===== src/hdl/tpsq_ram.sv =====
`timescale 1ns / 1ps
// Generic single-write, single-read RAM with registered read data.
// No dependencies.
module tpsq_ram #(
    parameter int WIDTH = 8,
    parameter int DEPTH = 16
) (
    input  logic                                    clk,
    input  logic                                    we,
    input  logic [((DEPTH > 1) ? $clog2(DEPTH) : 1)-1:0] wa,
    input  logic [WIDTH-1:0]                        wd,
    input  logic [((DEPTH > 1) ? $clog2(DEPTH) : 1)-1:0] ra,
    output logic [WIDTH-1:0]                        rd
);

    logic [WIDTH-1:0] mem [DEPTH];

    // Write and register the read word
    always_ff @(posedge clk)
    begin
        if (we)
        begin
            mem[wa] <= wd;
        end
        rd <= mem[ra];
    end

endmodule


===== config.mk =====
export PLATFORM = sky130hd
export DESIGN_NAME = tpsq_ram
export DESIGN_NICKNAME = d
export VERILOG_FILES = /design/src/hdl/tpsq_ram.sv
export SDC_FILE = /design/constraint.sdc
export NUM_CORES = 1
export LEC_CHECK = 0
export BUFFER_PORTS_ARGS = -buffer_cell sky130_fd_sc_hd__buf_2
export CAP_MARGIN = 20
export CORE_ASPECT_RATIO = 1.5
export CORE_MARGIN = 4
export CORE_UTILIZATION = 40
export DETAILED_ROUTE_END_ITERATION = 8
export PLACE_DENSITY = 0.6
export SLEW_MARGIN = 10
export SYNTH_ARGS = -nofsm -noshare
export SYNTH_HDL_FRONTEND = slang
export SYNTH_SLANG_ARGS = --single-unit

===== constraint.sdc =====
create_clock -name clk -period 2.4 [get_ports clk]
set_clock_uncertainty 0.2 [all_clocks]
set_input_delay 0.12 -clock clk [delete_from_list [all_inputs] [get_ports clk]]
set_output_delay 0.12 -clock clk [all_outputs]
set_load 0.03 [all_outputs]

# Yosys cells after proc, flatten, opt, wreduce, memory -nomap -nowiden
# Memories as Yosys holds them, arrays and structs flattened. A register that Yosys moved wholly into a read port is not among the register bits.
# Cells that the tools add are included.
dict set report word_totals {
  ff_bits 0
  ramBits 128
  out_inout_bits 8
  word_cells 3
  memories 1
}
dict set report classes {
  mux 2
}
# memory words word_bits rd rd_clocked_by_memory_dff wr line_no
set memory_table {}
lappend memory_table {mem 16 8 1 1 1 16} ;# logic [WIDTH-1:0] mem [DEPTH];
# cell n
set op_table {}
lappend op_table {{$mux 1} 2}

# Depth between registers and ports, before layout
# Gate-level depths: netlist of the first run.
dict set report logic_depth {
  ltp_word 2
  ltp_mapped 5
  depth_no_buf 3
}

# Worst setup path after synthesis of the first run
# Ideal clock, no wire load.
dict set report synth_timing {
  kind {input to register}
  start {input wa[2] in the netlist's numbering}
  end {memory mem[0][0], enable pin}
  arrival_time_ns 1.230
  t_required_ns 1.817
  slack_ns 0.587
  cell_stages 2
  path_cell_list {or3b_2 -> nor3_1}
}
# item line_no
set synth_rtl {}
lappend synth_rtl {{start, declared} 10} ;# input logic [((DEPTH > 1) ? $clog2(DEPTH) : 1)-1:0] wa,
lappend synth_rtl {{end, declared} 16}
# Straight into the memory's write port.

# Worst setup path in the final report of the first run
dict set report layout_timing {
  start {input wa[1] in the netlist's numbering}
  end {memory mem[1][1], enable pin}
}
# Straight into the memory's write port.

==> results of run 1 <==
## synthesized netlist by cell type (all sizes together), types with 2 or more instances
cell / number
edfxtp: 128
mux4: 32
a22oi: 16
nor2: 13
nand2: 9
dfxtp: 8
buf: 7
nor3: 4
clkdlybuf4s25: 3
nand2b: 2
nand3b: 2
## stage by stage
step | area, um^2 | hold slack (ps) | utilization | total power [uW] | std cells
3_3_place_gp | 5560 | 313 | 0.442 | 2990 | 421
2_1_floorplan | 5150 | 18.9 | - | 2880 | 229
4_1_cts | 6280 | 27.4 | 0.500 | 5600 | 463
3_5_place_dp | 5560 | 323 | 0.442 | 3000 | 421
5_1_grt | 6280 | 64.0 | 0.500 | 5740 | 463
6_report | 6280 | 46.8 | 0.500 | 5560 | 463
## area by class of cell
class | instances | area, um^2
repair buffers | 56 | 408
clock buffers | 27 | 568
multi-input cells | 83 | 1060
clock inverters | 5 | 50.0
flip-flops and latches | 136 | 4000
fillers | 1008 | 6290
well taps | 156 | 195
## cell usage in the layout, fill, tap and decap left out
cell type / count
clkinv_2: 4
edfxtp_1: 128
bufinv_16: 1
nand2_1: 9
nor2b_1: 1
nor2_1: 13
and2b_1: 1
clkbuf_1: 4
mux4_1: 14
and2_1: 1
buf_2: 25
nor3_1: 4
or3b_2: 1
dfxtp_1: 8
nand3_1: 1
buf_4: 19
nand2b_1: 2
a22oi_1: 16
clkbuf_16: 21
clkbuf_8: 2
dlygate4sd3_1: 10
buf_12: 2
mux4_2: 18
nand3b_1: 2
## critical path: cells and delay by family
kind / cells / cell delay [ps]
and+or+nand+nor: 2 / 770
buffers and inverters: 2 / 690
## path summary, 6_finish.rpt
path,startpoint,end,slack [ps]
setup / recovery,wa[1],mem[1][1],660
hold / removal,wa[2],mem[2][6],50
setup reg to reg,mem[1][0],rd[0],860
hold reg to reg,mem[15][1],rd[1],470
## metal layers
layer | vias up | GRT usage | routed length, um
li1 | 1104 | - | -
met5 | - | 0 | 0
met2 | 46 | 0.241 | 5300
met1 | 1253 | 0.178 | 3970
met4 | 0 | 0.0627 | 144
met3 | 12 | 0.0409 | 398
## repair_timing
action | in CTS | in global routing
endpoints found under the setup margin | 0 | 0
hold endpoints to repair | 129 | 0
hold buffers | 10 | 0
gates resized for setup | 0 | 0
## cell families (layout without fill, tap and decap cells)
kind of cell,count (synthesis),in the layout
AO/OA/AOI/OAI,16,16
buffers and inverters,10,88
flip-flops,136,136
multiplexers,32,32
AND/OR/NAND/NOR,35,35
## registers in the layout (all words and copies together) (netlist names)
name	flops
rd	8
mem	128
## report_power, final
part	switching, uW	total, uW	internal [uW]
combinational	168	285	117
clock	882	2600	1720
sequential	14.8	2670	2660
==> run summary, run 1 <==
Die X: 101 um
1st-iter DRT viols: 177
clk buf depth: 2
grt ovf: 0
largest net degree at the start of global routing: 33
synth top area cells: edfxtp_1, mux4_2, mux4_1
GP Congestion: 0.742
Slowest cell on crit path: nor2_1
Worst setup SP type: primary input
fin crit period: 1740 ps
Initial Utilization: 0.409
Post-Synth Adder-Cell Area: 0
WL final: 9810 um
clock sink total: 136
Max Fanout on Critical Path: 8
First-pass DRT Iterations: 4
number of I/O port buffers: 25
antenna violation net count after detailed routing: 0
ys async rst share: 0
antenna cell count: 0
PnR worst setup slack: 658 ps
H-tree levels: 4
postcts setup bufs: 0
status: finished clean
P&R area growth vs syn: 22.0%
RSZ-0062 raised after global routing: false
WS Path Type: primary input to flip-flop
worst slew pin tran: 650 ps
Post-synth EDFFs: 128
Worst-path clk slew: 50 ps
Slew Viols, Final: 0
worst path cell trace: dlygate4sd3_1 > buf_2 > nand2b_1 > nor2_1
Synth Area in Simple Gates: 0.0318
Final Hold Fails: 0
routed len/inst: 21.2 um
nets: 312
Clock Latency Late Sink: 410 ps
worst-case reg-to-reg path depth: 3
Setup Slack @ Placement: 552 ps
worst hold path type: primary input to flip-flop
first-pass GRT wire length: 15,200 um
Synth cell types: 19
largest family of logic cells by synthesized area: multiplexers
worst hold stages: 3
Yosys reg bits: 136
initial antenna violation count: 0
Syn Area/Cell: 22.5 um^2
layout cells sized above 1: 0.303
CP endpoint kind: flip-flop
Leak Pwr: 0.00217 uW
CP required: 2240 ps
DR vias: 2,415
setup violators final: 0
GRT Overall Usage: 0.146
TritonCTS Buffers: 17
ys flop type: edfxtp_1
number of global-route vias before repair: 2,557
Synthesized Nets: 247
routed vias/inst: 5.22
Period Utilization, post-route: 0.726
post-synthesis cell count: 229
CTS Root Cell: clkbuf_16
Peak VDD IR: 0.000498 V
Critical Path Max Stage Delay: 550 ps
Cell Rows: 50
Synth Area in Compound Gates: 0.0233
sequential area share after synthesis: 0.778
number of max-cap violations: 0
mux contribution to synthesized area: 0.150
TNS Setup: 0 ps
dpl hpwl: 6470 um
Netlist Area Pre-Place: 5150 um^2
drc violations: 0
yosys warns: 0
Synth area leader: edfxtp_1
CTS tree: done
Synth top area share: 0.747
PwrDens: 885 nW/um^2
Die Area: 14,800 um^2
Chip Height: 147 um
Fmax achieved: 574 MHz
normalized max-slew margin: 0.565
critical path arrival: 1580 ps
IO Pins: 26
CORE AREA: 12,600 um^2
XOR/XNOR share of the synthesized area: 0
No activity file was read; power rests on OpenSTA's default activity.
==> run 2: changes to the inputs <==
- PLACE_DENSITY: 0.6 -> 0.62
- clock period: 2.4 -> 1.5 ns (I/O delays scaled with it)
==> run 2 against run 1 <==
Hold slack improved by 8.5 ps; sequential cell count stayed put; non-clock buffer count is 9 higher; first-iteration DRC count grew 9.0%; sequential power up 60%; final cell count grew 1.9%; design area grew 1.9%; critical path depth shrank 1; critical path type is now flip-flop to flip-flop; total power is 65% higher; die area unchanged.
==> run summary, run 2 (synthesis gave the netlist of run 1 again) <==
first-pass GRT wire length: 15,800 um (+4.2%)
GRT Max-Usage Layer: met2
TNS Setup: 0 ps (unchanged)
Final Hold Fails: 0 (unchanged)
Cell Area, Placed: 5680 um^2 (+2.0%)
normalized max-slew margin: 0.413 (-0.152)
Pwr Total: 9180 uW (+65%)
IO Pins: 26 (unchanged)
fin crit period: 1470 ps
postcts setup bufs: 0 (unchanged)
grt met2 use: 0.244 (+0.00297)
CTS tree: done
combinational share of power: 0.055 (+0.004)
status: finished clean
CTS Root Cell: clkbuf_16
H-tree levels: 4 (unchanged)
register area: 4000 um^2 (unchanged)
First-pass DRT Iterations: 4 (unchanged)
Worst-path clk slew: 60 ps (about the same)
drc violations: 0 (unchanged)
Die X: 101 um (unchanged)
grt ovf: 0 (unchanged)
clock power share: 0.480 (+0.012)
PwrDens: 1430 nW/um^2 (+62%)
Initial Utilization: 0.409 (unchanged)
Cell Rows: 50 (unchanged)
Max Fanout on Critical Path: 1 (-7)
CP endpoint kind: flip-flop
antenna violation net count after detailed routing: 0 (unchanged)
number of I/O port buffers: 25 (unchanged)
Clock Latency Late Sink: 400 ps (about the same)
Critical Path Max Stage Delay: 490 ps (-60 ps)
worst path bufs/invs: 0 (-2)
commonest non-fill, non-tap cell in the layout: edfxtp_1
number of global-route vias before repair: 2,667 (+4.3%)
Int Pwr: 7400 uW (+65%)
GRT Overall Usage: 0.148 (+0.00158)
Worst setup SP type: flip-flop
met1 GRT Util: 0.186 (+0.00764)
worst path cell trace: mux4_2 > a22oi_2 > nand2_1
1st-iter DRT viols: 193 (+9.0%)
CORE AREA: 12,600 um^2 (unchanged)
Period Utilization, post-route: 0.977
TritonCTS Buffers: 17 (unchanged)
CP delay by family, top: multiplexers
Net Switching: 1780 uW (+67%)
Flop pwr share: 0.466 (-0.014)
CP required: 1590 ps (-650 ps)
Fmax achieved: 682 MHz
DR vias: 2,511 (+4.0%)
multi-input logic area: 1070 um^2 (+1.3%)
Fillers: 1,007 (-0.099%)
WS Path Type: flip-flop to flip-flop
initial antenna violation count: 0 (unchanged)
Most flops, register: mem
PnR worst setup slack: 34.6 ps (-624 ps)
setup violators final: 0 (unchanged)
Slew Viols, Final: 0 (unchanged)
critical path arrival: 1550 ps (-30 ps)
largest net degree at the start of global routing: 18 (-45%)
worst hold path type: primary input to flip-flop
largest registers: mem: 128 flops, rd: 8 flops
dpl hpwl: 6700 um (+3.5%)
hold slack: 55.3 ps (+8.54 ps)
GP Congestion: 0.718 (-3.2%)
WL final: 10,100 um (+2.7%)
Chip Height: 147 um (unchanged)
clock sink total: 136 (unchanged)
met3 Use GR: 0.0337 (-0.00713)
P&R area growth vs syn: 24.3%
design area: 6400 um^2 (+1.9%)
clk buf depth: 2 (unchanged)
Setup Slack @ Placement: -234 ps (-786 ps)
nets: 321 (+2.9%)
commonest cells after routing, fill and taps aside: edfxtp_1, buf_4, mux4_2
routed len/inst: 21.3 um (+0.73%)
Peak VDD IR: 0.000623 V (+25%)
layout cells sized above 1: 0.389 (+0.0863)
Sw Share: 0.194 (+0.00196)
routed vias/inst: 5.32 (+2.0%)
Die Area: 14,800 um^2 (unchanged)
worst slew pin tran: 877 ps (+227 ps)
Leak Pwr: 0.00217 uW (+0.30%)
Slowest cell on crit path: mux4_2
number of max-cap violations: 0 (unchanged)
antenna cell count: 0 (unchanged)
max reg flops: 128 (unchanged)
RSZ-0062 raised after global routing: true
[run 2: changes by cell type in the layout (fill, tap and decap cells not counted), moves of 4 or more]
cell        change
buf_4           +9
mux4_1          -9
mux4_2          +9
a22oi_1         -8
a22oi_2         +8
bufinv_16       +4
clkbuf_16       -4
clkinvlp_4      +4
[run 2: worst min-delay path: stages]
cell	delay [ps]
buf_2	160
nor3_2	60
buf_4	180
[run 2: metrics by stage]
step | instances | utilization
after global placement | 432 | 0.451
final | 472 | 0.509
after detailed placement | 432 | 0.451
after floorplan | 229 | -
after global routing | 472 | 0.509
after CTS | 472 | 0.509
[run 2: power groups by stage]
stage | Sequential (uW) | Clock, uW | Combinational, uW
4_1_cts | 4280 | 4470 | 498
2_1_floorplan | 4400 | 0 | 216
3_3_place_gp | 4350 | 0 | 463
6_report | 4270 | 4400 | 502
5_1_grt | 4280 | 4650 | 542
3_5_place_dp | 4350 | 0 | 472
[run 2: repair_timing]
| item | 4_1_cts | 5_1_grt |
|---|---|---|
| resized for setup | 7 | 11 |
| endpoints found under the hold margin | 128 | 0 |
| endpoints found under the setup margin | 3 | 6 |
| pin swaps | 2 | 2 |
| hold buffers | 8 | 0 |
[run 2: cell type report]
| cell class | instances | share of cell area |
|---|---|---|
| Clock buffer | 19 | 0.0676 |
| Clock inverter | 13 | 0.0315 |
| Multi-Input combinational cell | 83 | 0.167 |
| Sequential cell | 136 | 0.626 |
| Tap cell | 156 | 0.0305 |
| Timing Repair Buffer | 65 | 0.0774 |
[run 2: routing by layer]
| metal | vias to the layer above | wire length, um | share of wire |
|---|---|---|---|
| met1 | 1300 | 4100 | 0.41 |
| li1 | 1119 | - | - |
| met3 | 11 | 466 | 0.046 |
| met5 | - | 0 | 0 |
| met2 | 81 | 5350 | 0.53 |
| met4 | 0 | 165 | 0.016 |
[run 2: path summary, 6_finish.rpt]
kind,slack [ps],start,end,cells past startpoint
worst max register to register,30,mem[10][1],rd[1],3
worst max-delay path,30,mem[10][1],rd[1],3
worst min-delay path,60,wa[0],mem[0][1],3
worst min register to register,470,mem[12][3],rd[3],3
==> run 3: changes to the inputs <==
- PLACE_DENSITY: 0.62 -> 0.6
- RECOVER_POWER: unset -> 100
==> run 3 against run 2 <==
Design area shrank 1.7%; final cell count shrank 0.42%; setup slack got worse by 6.6 ps; critical endpoint is now rd[0]; total power about the same; critical path depth unchanged; maximum frequency down 0.45%.
==> run summary, run 3 (synthesis gave the netlist of run 1 again) <==
layout cells sized above 1: 0.296 (-0.0931)
IO Pins: 26 (unchanged)
status: finished clean
routed len/inst: 21.9 um (+2.7%)
First-pass DRT Iterations: 4 (unchanged)
Chip Height: 147 um (unchanged)
Max Fanout on Critical Path: 1 (unchanged)
number of max-cap violations: 0 (unchanged)
worst path bufs/invs: 0 (unchanged)
fin crit period: 1470 ps (+6.63 ps)
combinational share of power: 0.052 (-0.003)
Die Area: 14,800 um^2 (unchanged)
clk buf depth: 2 (unchanged)
number of global-route vias before repair: 2,587 (-3.0%)
CP endpoint kind: flip-flop
Cell Rows: 50 (unchanged)
Fillers: 996 (-1.1%)
antenna cell count: 0 (unchanged)
postcts setup bufs: 0 (unchanged)
Sw Share: 0.197 (+0.00310)
GP Congestion: 0.776 (+8.1%)
worst path cell trace: mux4_2 > a22oi_2 > nand2_1
1st-iter DRT viols: 258 (+34%)
worst slew pin tran: 1020 ps (+138 ps)
Cell Area, Placed: 5650 um^2 (-0.48%)
RSZ-0062 raised after global routing: true
CTS Root Cell: clkbuf_16
first-pass GRT wire length: 15,600 um (-1.4%)
Slowest cell on crit path: mux4_2
Fmax achieved: 679 MHz (-0.45%)
CP required: 1580 ps (about the same)
Period Utilization, post-route: 0.981 (+0.00442)
DR vias: 2,519 (+0.32%)
Clock Latency Late Sink: 410 ps (about the same)
H-tree levels: 4 (unchanged)
WL final: 10,300 um (+2.3%)
number of I/O port buffers: 25 (unchanged)
Peak VDD IR: 0.000688 V (+10%)
nets: 319 (-0.62%)
grt ovf: 0 (unchanged)
commonest non-fill, non-tap cell in the layout: edfxtp_1
setup violators final: 0 (unchanged)
Leak Pwr: 0.00207 uW (-4.8%)
TNS Setup: 0 ps (unchanged)
Die X: 101 um (unchanged)
drc violations: 0 (unchanged)
GRT Overall Usage: 0.150 (+0.00279)
Slew Viols, Final: 0 (unchanged)
worst hold stages: 3 (unchanged)
Worst-path clk slew: 60 ps (about the same)
Initial Utilization: 0.409 (unchanged)
Final Hold Fails: 0 (unchanged)
largest registers: mem: 128 flops, rd: 8 flops
clock power share: 0.482 (+0.002)
dpl hpwl: 6750 um (+0.75%)
TritonCTS Buffers: 17 (unchanged)
WP depth: 3 (unchanged)
Most flops, register: mem
antenna violation net count after detailed routing: 0 (unchanged)
CORE AREA: 12,600 um^2 (unchanged)
max reg flops: 128 (unchanged)
critical path arrival: 1550 ps (about the same)
PwrDens: 1460 nW/um^2 (+1.7%)
Net Switching: 1800 uW (+1.6%)
largest net degree at the start of global routing: 24 (+6)
normalized max-slew margin: 0.321 (-0.0923)
clock sink total: 136 (unchanged)
worst hold path type: primary input to flip-flop
Flop pwr share: 0.466 (about the same)
CP delay by family, top: multiplexers
hold slack: 51.4 ps (-3.96 ps)
Worst setup SP type: flip-flop
design area: 6290 um^2 (-1.7%)
CTS tree: done
routed vias/inst: 5.36 (+0.75%)
commonest cells after routing, fill and taps aside: edfxtp_1, clkbuf_1, mux4_2
Critical Path Max Stage Delay: 490 ps (about the same)
initial antenna violation count: 0 (unchanged)
worst-case reg-to-reg path depth: 3 (unchanged)
Int Pwr: 7380 uW (-0.37%)
P&R area growth vs syn: 22.2%
WS Path Type: flip-flop to flip-flop
-- run 3: power groups by stage --
stage                     Combinational (uW)  Sequential, uW  Clock [uW]
after floorplan                          216            4400           0
after global placement                   459            4350           0
after detailed placement                 465            4360           0
after CTS                                488            4280        4480
after global routing                     517            4280        4690
final                                    478            4280        4430
-- run 3: layout make-up --
type / count / area (um^2) / area share
well taps: 156 / 195 / 0.0310
multi-input cells: 83 / 1080 / 0.171
clock inverters: 14 / 204 / 0.0324
flip-flops and latches: 136 / 4000 / 0.636
clock buffers: 18 / 429 / 0.0682
repair buffers: 63 / 382 / 0.0607
-- run 3: metal layers --
layer,GRT usage,vias up,wire [um]
met5,0,-,0
li1,-,1107,-
met3,0.0480,9,567
met2,0.242,100,5440
met1,0.189,1303,4170
met4,0.0566,0,134
-- run 3: through the flow --
| step | worst slack (ps) | std cells | power, uW | utilization |
|---|---|---|---|---|
| 2_1_floorplan | -41.1 | 229 | 4610 | - |
| 3_3_place_gp | -138 | 430 | 4810 | 0.449 |
| 3_5_place_dp | -131 | 430 | 4820 | 0.449 |
| 4_1_cts | 5.63 | 470 | 9240 | 0.506 |
| 5_1_grt | -13.8 | 470 | 9490 | 0.500 |
| 6_report | 28.0 | 470 | 9180 | 0.500 |
-- run 3: repair_timing --
item,CTS,global route
hold buffers,8,0
pin swaps,0,5
gates resized for setup,3,15
setup endpoints to repair,2,8
hold endpoints to repair,128,0
-- run 3: worst paths after layout --
check                   from        end  slack (ps)
hold reg to reg   mem[14][3]      rd[3]         470
hold / removal         wa[0]  mem[4][2]          50
setup reg to reg  mem[11][0]      rd[0]          30
setup / recovery  mem[11][0]      rd[0]          30
-- run 3: worst register-to-register path, cell delays in order, from the launching register on --
cell	delay (ps)
edfxtp_1	360
mux4_2	490
a22oi_2	190
nand2_1	110
