<file path="config.mk">
export PLATFORM = sky130hd
export DESIGN_NAME = tpsq_alu
export DESIGN_NICKNAME = d
export VERILOG_FILES = /design/src/hdl/tpsq_pkg.sv /design/src/hdl/tpsq_alu.sv
export SDC_FILE = /design/constraint.sdc
export NUM_CORES = 1
export LEC_CHECK = 0
export BUFFER_PORTS_ARGS = -buffer_cell sky130_fd_sc_hd__buf_4
export CORE_MARGIN = 2
export CORE_UTILIZATION = 46
export DETAILED_ROUTE_END_ITERATION = 10
export PLACE_DENSITY_LB_ADDON = 0.25
export SLEW_MARGIN = 20
export SYNTH_ARGS = -nofsm -noshare
export SYNTH_HDL_FRONTEND = slang
export SYNTH_SLANG_ARGS = --single-unit
export TNS_END_PERCENT = 30
</file>
<file path="constraint.sdc">
create_clock -name vclk -period 3.35
set_input_delay 0.1675 -clock vclk [all_inputs]
set_output_delay 0.1675 -clock vclk [all_outputs]
set_load 0.01 [all_outputs]
</file>
<file path="src/hdl/tpsq_pkg.sv">
`timescale 1ns / 1ps
// Shared types, widths and helpers for the tree path step query unit.
// No dependencies; imported by the ALU, the top level, the checker and the testbench.
package tpsq_pkg;

    localparam int MAX_NODES   = 1024;
    localparam int ANC_LEVELS  = 11;
    localparam int EDGE_SLOTS  = MAX_NODES - 1;
    localparam int NODE_W      = $clog2(MAX_NODES + 1);
    localparam int ADDR_W      = $clog2(MAX_NODES);
    localparam int DEPTH_W     = $clog2(MAX_NODES);
    localparam int TIME_W      = $clog2(2 * MAX_NODES + 1);
    localparam int CUR_W       = $clog2(EDGE_SLOTS + 1);
    localparam int EDGE_AW     = (EDGE_SLOTS > 1) ? $clog2(EDGE_SLOTS) : 1;
    localparam int STEP_W      = 16;
    localparam int OP_W        = 2;
    localparam int LVL_W       = $clog2(ANC_LEVELS);
    localparam int ALU_W       = (TIME_W > STEP_W) ? TIME_W : STEP_W;

    typedef enum logic [OP_W-1:0] {
        OP_ADD   = 2'd0,
        OP_BUILD = 2'd1,
        OP_QUERY = 2'd2
    } op_t;

    typedef enum logic [1:0] {
        ALU_ADD,
        ALU_SUB,
        ALU_ANC
    } alu_op_t;

    typedef struct packed {
        alu_op_t          op;
        logic [ALU_W-1:0] x;
        logic [ALU_W-1:0] y;
        logic [ALU_W-1:0] z;
        logic [ALU_W-1:0] w;
    } alu_req_t;

    typedef struct packed {
        logic [ALU_W-1:0] res;
        logic             flag;
    } alu_rsp_t;

    typedef struct packed {
        logic [NODE_W-1:0] end_a;
        logic [NODE_W-1:0] end_b;
    } edge_word_t;

    typedef struct packed {
        logic [NODE_W-1:0]  node;
        logic [CUR_W-1:0]   cur;
        logic [DEPTH_W-1:0] dep;
    } stack_word_t;

    typedef logic [ANC_LEVELS-1:0][NODE_W-1:0] anc_row_t;

    typedef enum logic [4:0] {
        ST_IDLE,
        ST_CLR,
        ST_ROOT,
        ST_SCAN,
        ST_EDGE,
        ST_VIS,
        ST_ANC_RD,
        ST_ANC_USE,
        ST_ANC_WR,
        ST_EXIT,
        ST_POP,
        ST_QA,
        ST_QB,
        ST_QT,
        ST_QC1,
        ST_QC2,
        ST_LR,
        ST_LU,
        ST_LT,
        ST_XR,
        ST_XU,
        ST_XD,
        ST_XDW,
        ST_P1,
        ST_P2,
        ST_PS,
        ST_PC,
        ST_PD,
        ST_PE,
        ST_W,
        ST_WU
    } state_t;

    // Map a node number (from one) to its table address.
    function automatic logic [ADDR_W-1:0] node_addr(input logic [NODE_W-1:0] node);
        logic [NODE_W-1:0] idx;
        idx = node - NODE_W'(1);
        return idx[ADDR_W-1:0];
    endfunction

endpackage

</file>
<file path="src/hdl/tpsq_alu.sv">
`timescale 1ns / 1ps
// Shared arithmetic unit: add, subtract with no-borrow flag, ancestor interval test.
// Depends on tpsq_pkg.
module tpsq_alu
    import tpsq_pkg::*;
(
    input  alu_req_t req,
    output alu_rsp_t rsp
);

    logic [ALU_W:0] diff;

    assign diff = {1'b0, req.x} - {1'b0, req.y};

    // Select the operation
    always_comb
    begin
        rsp.res  = '0;
        rsp.flag = 1'b0;
        unique case (req.op)
            ALU_ADD:
            begin
                rsp.res = req.x + req.y;
            end
            ALU_SUB:
            begin
                rsp.res  = diff[ALU_W-1:0];
                rsp.flag = ~diff[ALU_W];
            end
            ALU_ANC:
            begin
                rsp.flag = (req.x <= req.y) && (req.z >= req.w);
            end
            default:
            begin
                rsp.res = '0;
            end
        endcase
    end

endmodule

</file>
; ---- Word level (Yosys, flattened, before mapping)
; Cells that the tools add are included.
[totals]
reg_bits = 0
input_bits = 66
out_inout_bits = 17
word_cells = 11
[op_classes]
addsub = 2
magnitude_cmp = 2
n_eq_ne = 2
mux = 2
bitwise_logic = 1
reduce_logical = 2
[ops]
columns = operator, n
row1 = $pmux W16 S2, 1
row2 = $sub A16 B16 Y17, 1
row3 = $add A16 B16 Y16, 1
row4 = $ge A16 B16 Y1, 1
row5 = $le A16 B16 Y1, 1
row6 = $eq A2 B1 Y1 const B, 1
row7 = $eq A2 B2 Y1 const B, 1
row8 = $logic_not A2 Y1, 1
row9 = $pmux W1 S2, 1
row10 = $logic_and A1 B1 Y1, 1
row11 = $not A1 Y1, 1

; ---- Logic depth before layout (Yosys ltp)
; Gate-level depths: netlist of the first run.
[depth]
depth_word = 3
ltp_mapped = 11
ltp_nobuf = 11

; ---- Worst setup path before layout of the first run
; Ideal clock, no wire load.
[synth_timing]
kind = input -> output
startpoint = input req[48] (netlist name)
endpoint = output rsp[0] (netlist name)
t_arrival_ns = 2.045
required_ns = 3.182
path_slack_ns = 1.138
stages = 11
n_path_buf = 0
path_cell_list = inv_1 ha_1 inv_1 fa_1 a21o_1 a31oi_1 o21ai_1 a31o_1 a21o_1 a221oi_2 o22ai_1
[synth_rtl]
columns = item, line_no
row1 = from (decl), tpsq_alu.sv:7  ; input alu_req_t req,
row2 = to (decl), tpsq_alu.sv:8  ; output alu_rsp_t rsp

==> impl_metrics.py, run 1 <==
metrics = {
    "outcome": {
        "outcome": "finished, final reports clean",
    },
    "yosys": {
        "yosysWarnings": 0,
        "synth_common_cells": "50 x ha_1, 50 x inv_1, 28 x a21oi_1",
        "synth_area_leaders": "ha_1 29%, inv_1 8.8%, a21oi_1 6.6%",
        "synth_fp_nets": 421,
        "synth_area_mm2": 0.002131,
        "yosysTopAreaCell": "ha_1",
        "yosysTopAreaCellShare_pct": 29.36,
        "synthCells": 303,
        "ys_types": 49,
        "ys_seq_area_share_pct": 0,
        "synth_area_per_cell_um2": 7.032,
    },
    "finish": {
        "ff_latch_area_um2": 0,
        "fin_nets": 493,
        "num_antenna_cells": 0,
        "nFillCells": 442,
        "nClkBuffers": 0,
        "seq_cell_count": 0,
        "syn2layout_area_growth_pct": 29.54,
        "final_util_pct": 62.53,
        "drive_above_1_share_pct": 25.20,
    },
    "die": {
        "dieArea_mm2": 0.005193,
        "core_area_mm2": 0.004414,
        "dieWidth_um": 72.06,
        "die_height_um": 72.06,
        "fp-row-count": 24,
        "ios": 83,
        "initial_core_util_pct": 48.27,
    },
    "route": {
        "via_per_inst": 5.816,
        "drtIter0Drc": 167,
        "dr.pass1.iters": 4,
        "drt_wl_total_mm": 5.937,
        "drc": 0,
        "routed-via-count": 2472,
        "ant_nets": 0,
        "post_drt_wl_per_cell_um": 13.97,
    },
    "pwr": {
        "powerDensity_mw_per_mm2": 175.9,
        "p_leak_nw": 1.493,
        "vdd_ir_drop_max_mv": 0.08229,
    },
    "setup_path": {
        "crit_start": "req[36]",
        "cp_top_family": "compound AO/OA/AOI/OAI gates",
        "crit_buf_inv": 3,
        "cp_slowest_cell": "a41oi_1",
        "cp.arrival_ps": 2440,
        "crit_path_end_kind": "output pin",
        "cp-start-kind": "input pin",
        "cp_max_fo": 11,
        "critical_path_class": "input pin to output pin",
        "cp_data_required_time_ps": 3180,
        "slowest_delay_ps": 440,
        "critical_path.cell_chain": "buf_4 > inv_1 > ha_1 > a21oi_1 > nand2_1 > a41oi_1 > o22ai_1 > a21oi_1 > a41oi_1 > o311ai_0 > buf_4",
    },
    "global_routing": {
        "grt_use_total_pct": 22.27,
        "grt_pass1_vias": 2399,
        "grt_start_max_net_pins": 15,
        "grt_pass1_wl_mm": 9.942,
        "antenna_found_initial": 0,
        "grt_overflow": 0,
    },
    "sta": {
        "max-slew-margin-rel_pct": 63.85,
        "slew_violations": 0,
        "hold_viol": 0,
        "min_period_over_period_pct": 77.77,
        "setup_viol": 0,
        "fmax_mhz": 383.8,
        "tns_ps": 0,
        "fin_crit_ps": 2605,
        "tightest_slew_ps": 535.2,
        "rsz0062_at_grt": "false",
    },
    "clocking": {
        "post-cts-setup-buffers": 0,
        "postCtsHoldBufs": 0,
        "cts.repair.resized": 0,
    },
    "worst_hold_path": {
        "hp-class": "input pin to output pin",
        "min_from": "req[32]",
    },
    "placement": {
        "detailed_place_hpwl_mm": 5.001,
        "gp_congestion": 0.8993,
        "port_buffers": 83,
    },
    "flow_run": {
        "drv_cap": 0,
    },
}
logic make-up after synthesis:
group	synth area share, %
compound gates	35.29
simple gates	14.27
buf+inv	11.57
fa+ha+maj	31.24
xor+xnor	6.166
mux	1.468
worst min-delay path: cells and delay by family:
| family | cells | cell delay (ps) |
|---|---|---|
| AOI/OAI and AO/OA | 1 | 50 |
| adders and majority gates | 1 | 140 |
| buffers and inverters | 2 | 220 |
worst paths after layout:
kind      end  slack [ps]  depth (start not counted)
max   rsp[12]         740                         11
min    rsp[1]         740                          4
area by class of cell:
cell class                 instances  area (um^2)  area share (%)
multi-input combinational        240         1884           68.27
timing repair buffer              83        623.1           22.57
inverter                          50        187.7           6.800
tap                               52        65.06           2.357
routing by layer:
layer	track usage, %	share of wire, %
met1	28.31	43
met5	0	0
met2	42.30	51
met3	0.5556	5.4
met4	3.354	1.1
through the flow:
step / total power, mW / hold WS (ps) / area, um^2 / std cells / worst slack [ps]
6_report: 0.4855 / 740.8 / 2760 / 425 / 744.7
5_1_grt: 0.5361 / 760.5 / 2760 / 425 / 585.3
4_1_cts: 0.4815 / 744.8 / 2760 / 425 / 764.9
3_5_place_dp: 0.4797 / 743.3 / 2760 / 425 / 765.1
3_3_place_gp: 0.4710 / 737.4 / 2760 / 425 / 817.8
2_1_floorplan: 0.3088 / 518.9 / 2131 / 303 / 1138
report_power, final:
part / switching, mW / leakage [nW] / total [mW] / internal (mW)
clock: 0 / 0 / 0 / 0
sequential: 0 / 0 / 0 / 0
combinational: 0.253 / 1.49 / 0.485 / 0.232
total: 0.253 / 1.49 / 0.485 / 0.232
layout by cell type, fill, tap and decap left out, drive strengths merged, types with 3 or more instances in the layout:
master  instances
buf            83
inv            50
ha             50
a21oi          29
nor2           18
nand2          14
a21o           13
xnor2          13
o21ai          12
o22ai           9
nand3           7
nor2b           5
a31oi           5
nor3            4
a221oi          4
o221ai          4
o21bai          3
a22o            3
a211o           3
nand4           3
nor4            3
or4             3
o211ai          3
Note: power is estimated with default switching activity, not from simulation.
==> inputs of run 2 (changes only) <==
Settings changed: ABC_AREA from default to 1.
Clock period 3.35 ns to 2.6 ns, I/O delays scaled along.
==> impl_metrics.py, run 2 <==
metrics = {
    "sta": {
        "fin_crit_ps": 2019,
        "hold_viol": 0,
        "fmax_mhz": 495.4,
        "tightest_slew_ps": 413.7,
        "rsz0062_at_grt": "false",
        "max-slew-margin-rel_pct": 72.13,
        "slew_violations": 0,
        "setup_viol": 0,
        "final.setup.worst_slack_ps": 581.3,
        "min_period_over_period_pct": 77.64,
        "tns_ps": 0,
    },
    "clocking": {
        "post-cts-setup-buffers": 0,
        "postCtsHoldBufs": 0,
        "cts.repair.resized": 0,
    },
    "finish": {
        "drive_above_1_share_pct": 20.43,
        "final_common_cell": "nand2_1",
        "fin_nets": 634,
        "seq_cell_count": 0,
        "multi_input_area_mm2": 0.002059,
        "nFillCells": 552,
        "num_antenna_cells": 0,
        "syn2layout_area_growth_pct": 26.34,
        "final_util_pct": 60.25,
        "most-common-layout-cells": "111 x nand2_1, 85 x buf_4, 78 x inv_1",
        "fin_cells": 584,
        "nClkBuffers": 0,
        "ff_latch_area_um2": 0,
    },
    "setup_path": {
        "cp_max_fo": 3,
        "critPathMostFrequentCell": "inv_1",
        "critical_path.cell_chain": "buf_4 > inv_1 > ha_1 > inv_1 > fa_1 > inv_1 > o21ai_2 > nand2_1 > nand2_1 > a21oi_1 > o21ai_0 > o21ai_0 > buf_4",
        "cp_data_required_time_ps": 2470,
        "crit_path_end_kind": "output pin",
        "cp.arrival_ps": 1890,
        "cp-start-kind": "input pin",
        "critical_path_class": "input pin to output pin",
        "slowest_delay_ps": 400,
        "cp_slowest_cell": "fa_1",
    },
    "placement": {
        "pre_cts_slack_ps": 617.1,
        "place_inst": 584,
        "detailed_place_hpwl_mm": 6.158,
        "gp_congestion": 0.9158,
        "port_buffers": 83,
    },
    "die": {
        "fp-row-count": 26,
        "ios": 83,
        "core_area_mm2": 0.005140,
        "initial_core_util_pct": 47.69,
        "dieWidth_um": 77.00,
        "die_height_um": 77.00,
        "dieArea_mm2": 0.005928,
    },
    "flow_run": {
        "drv_cap": 0,
    },
    "pwr": {
        "switching_share_pct": 58.02,
        "powerDensity_mw_per_mm2": 204.6,
        "power.switching_mw": 0.3676,
        "pwr-share-seq_pct": 0,
        "intPower_mw": 0.2660,
        "vdd_ir_drop_max_mv": 0.1118,
        "p_comb_share_pct": 100.0,
        "clkPwrFrac_pct": 0,
        "p_leak_nw": 1.861,
    },
    "global_routing": {
        "grt_use_total_pct": 24.08,
        "grt_start_max_net_pins": 12,
        "grt_pass1_wl_mm": 12.22,
        "grt_overflow": 0,
        "grt_pass1_vias": 2879,
        "antenna_found_initial": 0,
    },
    "yosys": {
        "synthCells": 440,
        "yosysTopAreaCellShare_pct": 25.52,
        "yosys.cell_count.top_type": "nand2_1",
        "yosysTopAreaCell": "ha_1",
        "synth_area_per_cell_um2": 5.571,
        "synth_area_leaders": "ha_1 26%, nand2_1 17%, inv_1 12%",
        "yosysWarnings": 0,
        "synth_fp_nets": 558,
        "synth_area_mm2": 0.002451,
        "ys_types": 32,
        "ys_seq_area_share_pct": 0,
        "synth_common_cells": "111 x nand2_1, 78 x inv_1, 50 x ha_1",
    },
    "route": {
        "via_per_inst": 5.101,
        "ant_nets": 0,
        "post_drt_wl_per_cell_um": 12.05,
        "drt_wl_total_mm": 7.036,
        "drc": 0,
        "routed-via-count": 2979,
        "drtIter0Drc": 183,
        "dr.pass1.iters": 5,
    },
    "worst_hold_path": {
        "hold_depth": 4,
        "min_from": "req[32]",
        "min_delay_worst_endpoint": "rsp[1]",
        "hp-class": "input pin to output pin",
    },
    "outcome": {
        "outcome": "finished, final reports clean",
    },
}
[run 2: cell count changes in the layout (fill, tap and decap cells not counted), sizes merged, moves of 5 or more]
cell | previous run | this run
o21ai | 12 | 33
a21oi | 29 | 43
inv | 50 | 83
nor2 | 18 | 43
nand2 | 14 | 113
nor2b | 5 | 0
nand3 | 7 | 37
o22ai | 9 | 0
xnor2 | 13 | 0
a21o | 13 | 3
[run 2: how the worst max path moves through the flow]
stage               slack (ps)  endpoint  startpoint  cells past startpoint
CTS                        610    rsp[9]     req[48]                     13
finish                     580    rsp[9]     req[48]                     13
global placement           650    rsp[9]     req[48]                     13
detailed placement         620    rsp[9]     req[48]                     13
global route               370   rsp[13]     req[48]                     13
floorplan                  980    rsp[7]     req[48]                     11
[run 2: critical path, delay by kind of cell]
kind / cells / cell delay [ps]
fa+ha+maj: 2 / 600
simple gates: 2 / 200
compound gates: 4 / 440
buf+inv: 5 / 520
[run 2: metal layers]
metal  share of wire (%)  GRT usage (%)
met5                   0              0
met4                 1.7          3.750
met3                 6.3          1.647
met2                  47          43.51
met1                  45          31.81
[run 2: through the flow]
step	hold WS, ps	cell area [um^2]	total power [mW]
6_report	667.1	3097	0.6336
3_5_place_dp	665.8	3097	0.6273
4_1_cts	667.3	3097	0.6304
2_1_floorplan	443.9	2451	0.4096
5_1_grt	701.2	3097	0.7168
3_3_place_gp	661.7	3097	0.6170
[run 2: cell families (layout without fill, tap and decap cells)]
kind of cell	Yosys count	after routing	share of synthesized area, %
buffers and inverters	94	168	15.98
AOI/OAI and AO/OA	88	88	21.49
and+or+nand+nor	204	204	34.66
adders and majority gates	52	52	27.16
xor gates and xnor gates	2	2	0.7148
[run 2: layout make-up]
type / count / area share, %
multi-input combinational: 346 / 66.51
inverter: 83 / 10.06
tap: 70 / 2.828
timing repair buffer: 85 / 20.61
[run 2: power by group through the flow]
stage | Sequential [mW] | Clock [mW] | Combinational, mW
after floorplan | 0 | 0 | 0.410
after global placement | 0 | 0 | 0.617
after detailed placement | 0 | 0 | 0.627
after CTS | 0 | 0 | 0.630
after global routing | 0 | 0 | 0.717
final | 0 | 0 | 0.634
==> inputs of run 3 (changes only) <==
Clock period 2.6 ns to 1.7 ns, I/O delays scaled along.
==> impl_metrics.py, run 3 (same netlist as run 2, synthesis figures left out) <==
metrics = {
    "outcome": {
        "outcome": "complete, but fails checks",
        "violations": "negative setup slack",
    },
    "finish": {
        "num_antenna_cells": 0,
        "fin_nets": 687,
        "final_area_mm2": 0.004133,
        "drive_above_1_share_pct": 45.86,
        "most-common-layout-cells": "125 x buf_4, 88 x nand2_1, 63 x inv_1",
        "nFillCells": 363,
        "final_util_pct": 80.40,
        "ff_latch_area_um2": 0,
        "syn2layout_area_growth_pct": 68.61,
        "final_common_cell": "buf_4",
        "nClkBuffers": 0,
        "fin_cells": 637,
        "seq_cell_count": 0,
    },
    "sta": {
        "tns_ps": -21.54,
        "final.setup.worst_slack_ps": -21.54,
        "min_period_over_period_pct": 101.3,
        "hold_viol": 0,
        "tightest_slew_ps": 366.8,
        "max-slew-margin-rel_pct": 75.52,
        "setup_viol": 1,
        "fmax_mhz": 580.9,
        "fin_crit_ps": 1722,
        "slew_violations": 0,
        "rsz0062_at_grt": "true",
        "holdWs_ps": 556.9,
    },
    "global_routing": {
        "grt_pass1_vias": 3158,
        "grt_use_total_pct": 26.09,
        "grt_start_max_net_pins": 11,
        "grt_pass1_wl_mm": 13.30,
        "grt_overflow": 0,
        "antenna_found_initial": 0,
    },
    "clocking": {
        "postCtsHoldBufs": 0,
    },
    "pwr": {
        "clkPwrFrac_pct": 0,
        "power.switching_mw": 0.7848,
        "p_comb_share_pct": 100.0,
        "switching_share_pct": 53.52,
        "powerDensity_mw_per_mm2": 354.8,
        "pwr-share-seq_pct": 0,
        "intPower_mw": 0.6815,
        "fin_total_pwr_mw": 1.466,
        "p_leak_nw": 2.190,
        "vdd_ir_drop_max_mv": 0.1783,
    },
    "die": {
        "dieWidth_um": 77.00,
        "die_height_um": 77.00,
        "dieArea_mm2": 0.005928,
        "core_area_mm2": 0.005140,
        "ios": 83,
        "fp-row-count": 26,
        "initial_core_util_pct": 47.69,
    },
    "route": {
        "wl_met3_um": 620,
        "highest_layer": "met4",
        "met1_length_mm": 3.750,
        "routed-via-count": 3426,
        "via_per_inst": 5.378,
        "ant_nets": 0,
        "drc": 0,
        "wl_met2_mm": 4.766,
        "post_drt_wl_per_cell_um": 14.77,
        "drtIter0Drc": 311,
        "dr.pass1.iters": 5,
        "drt_wl_total_mm": 9.410,
    },
    "placement": {
        "detailed_place_hpwl_mm": 6.551,
        "port_buffers": 83,
        "place_inst": 627,
        "gp_congestion": 0.9283,
        "dpl_cell_area_mm2": 0.003420,
        "pre_cts_slack_ps": -123.3,
    },
    "flow_run": {
        "drv_cap": 0,
    },
    "setup_path": {
        "critical_path_class": "input pin to output pin",
        "cp.arrival_ps": 1640,
        "cp_data_required_time_ps": 1620,
        "crit_path_end_kind": "output pin",
        "cp-start-kind": "input pin",
        "cp_max_fo": 5,
    },
    "worst_hold_path": {
        "hp-class": "input pin to output pin",
    },
}
## run 3: routing by layer
metal / track usage (%) / vias up
met5: 0 / -
met4: 4.643 / 0
met3: 1.412 / 32
met2: 48.60 / 169
met1: 33.29 / 1554
li1: - / 1671
## run 3: critical path, cell delays in order
cell	delay [ps]
buf_4	110
inv_1	80
ha_4	240
nand2_2	110
inv_1	60
nand2_1	70
nand2_1	60
nand2_1	90
nand3_2	100
nand2_1	130
nand2_2	80
nand2_2	90
nand3_2	60
a21oi_2	120
buf_4	130
## run 3: final cells by class
cell class	count	area (um^2)	area share [%]
multi-input cells	346	2623	63.46
well taps	70	87.58	2.119
repair buffers	138	1096	26.52
inverters	83	326.6	7.902
## run 3: power by group through the flow
stage | clock, mW | sequential [mW] | combinational (mW)
3_3_place_gp | 0 | 0 | 1.07
3_5_place_dp | 0 | 0 | 1.10
2_1_floorplan | 0 | 0 | 0.626
4_1_cts | 0 | 0 | 1.19
6_report | 0 | 0 | 1.47
5_1_grt | 0 | 0 | 1.59
## run 3: repair_timing
item                                    CTS  global route
endpoints found under the setup margin   10            11
cloned                                    0             0
setup buffers                             4             6
pin swaps                                13            47
gates resized for setup                  55           110
## run 3: path summary, 6_finish.rpt
path | startpoint | endpoint | slack [ps] | cells after the start
max | req[35] | rsp[0] | -20 | 15
min | req[32] | rsp[1] | 560 | 4
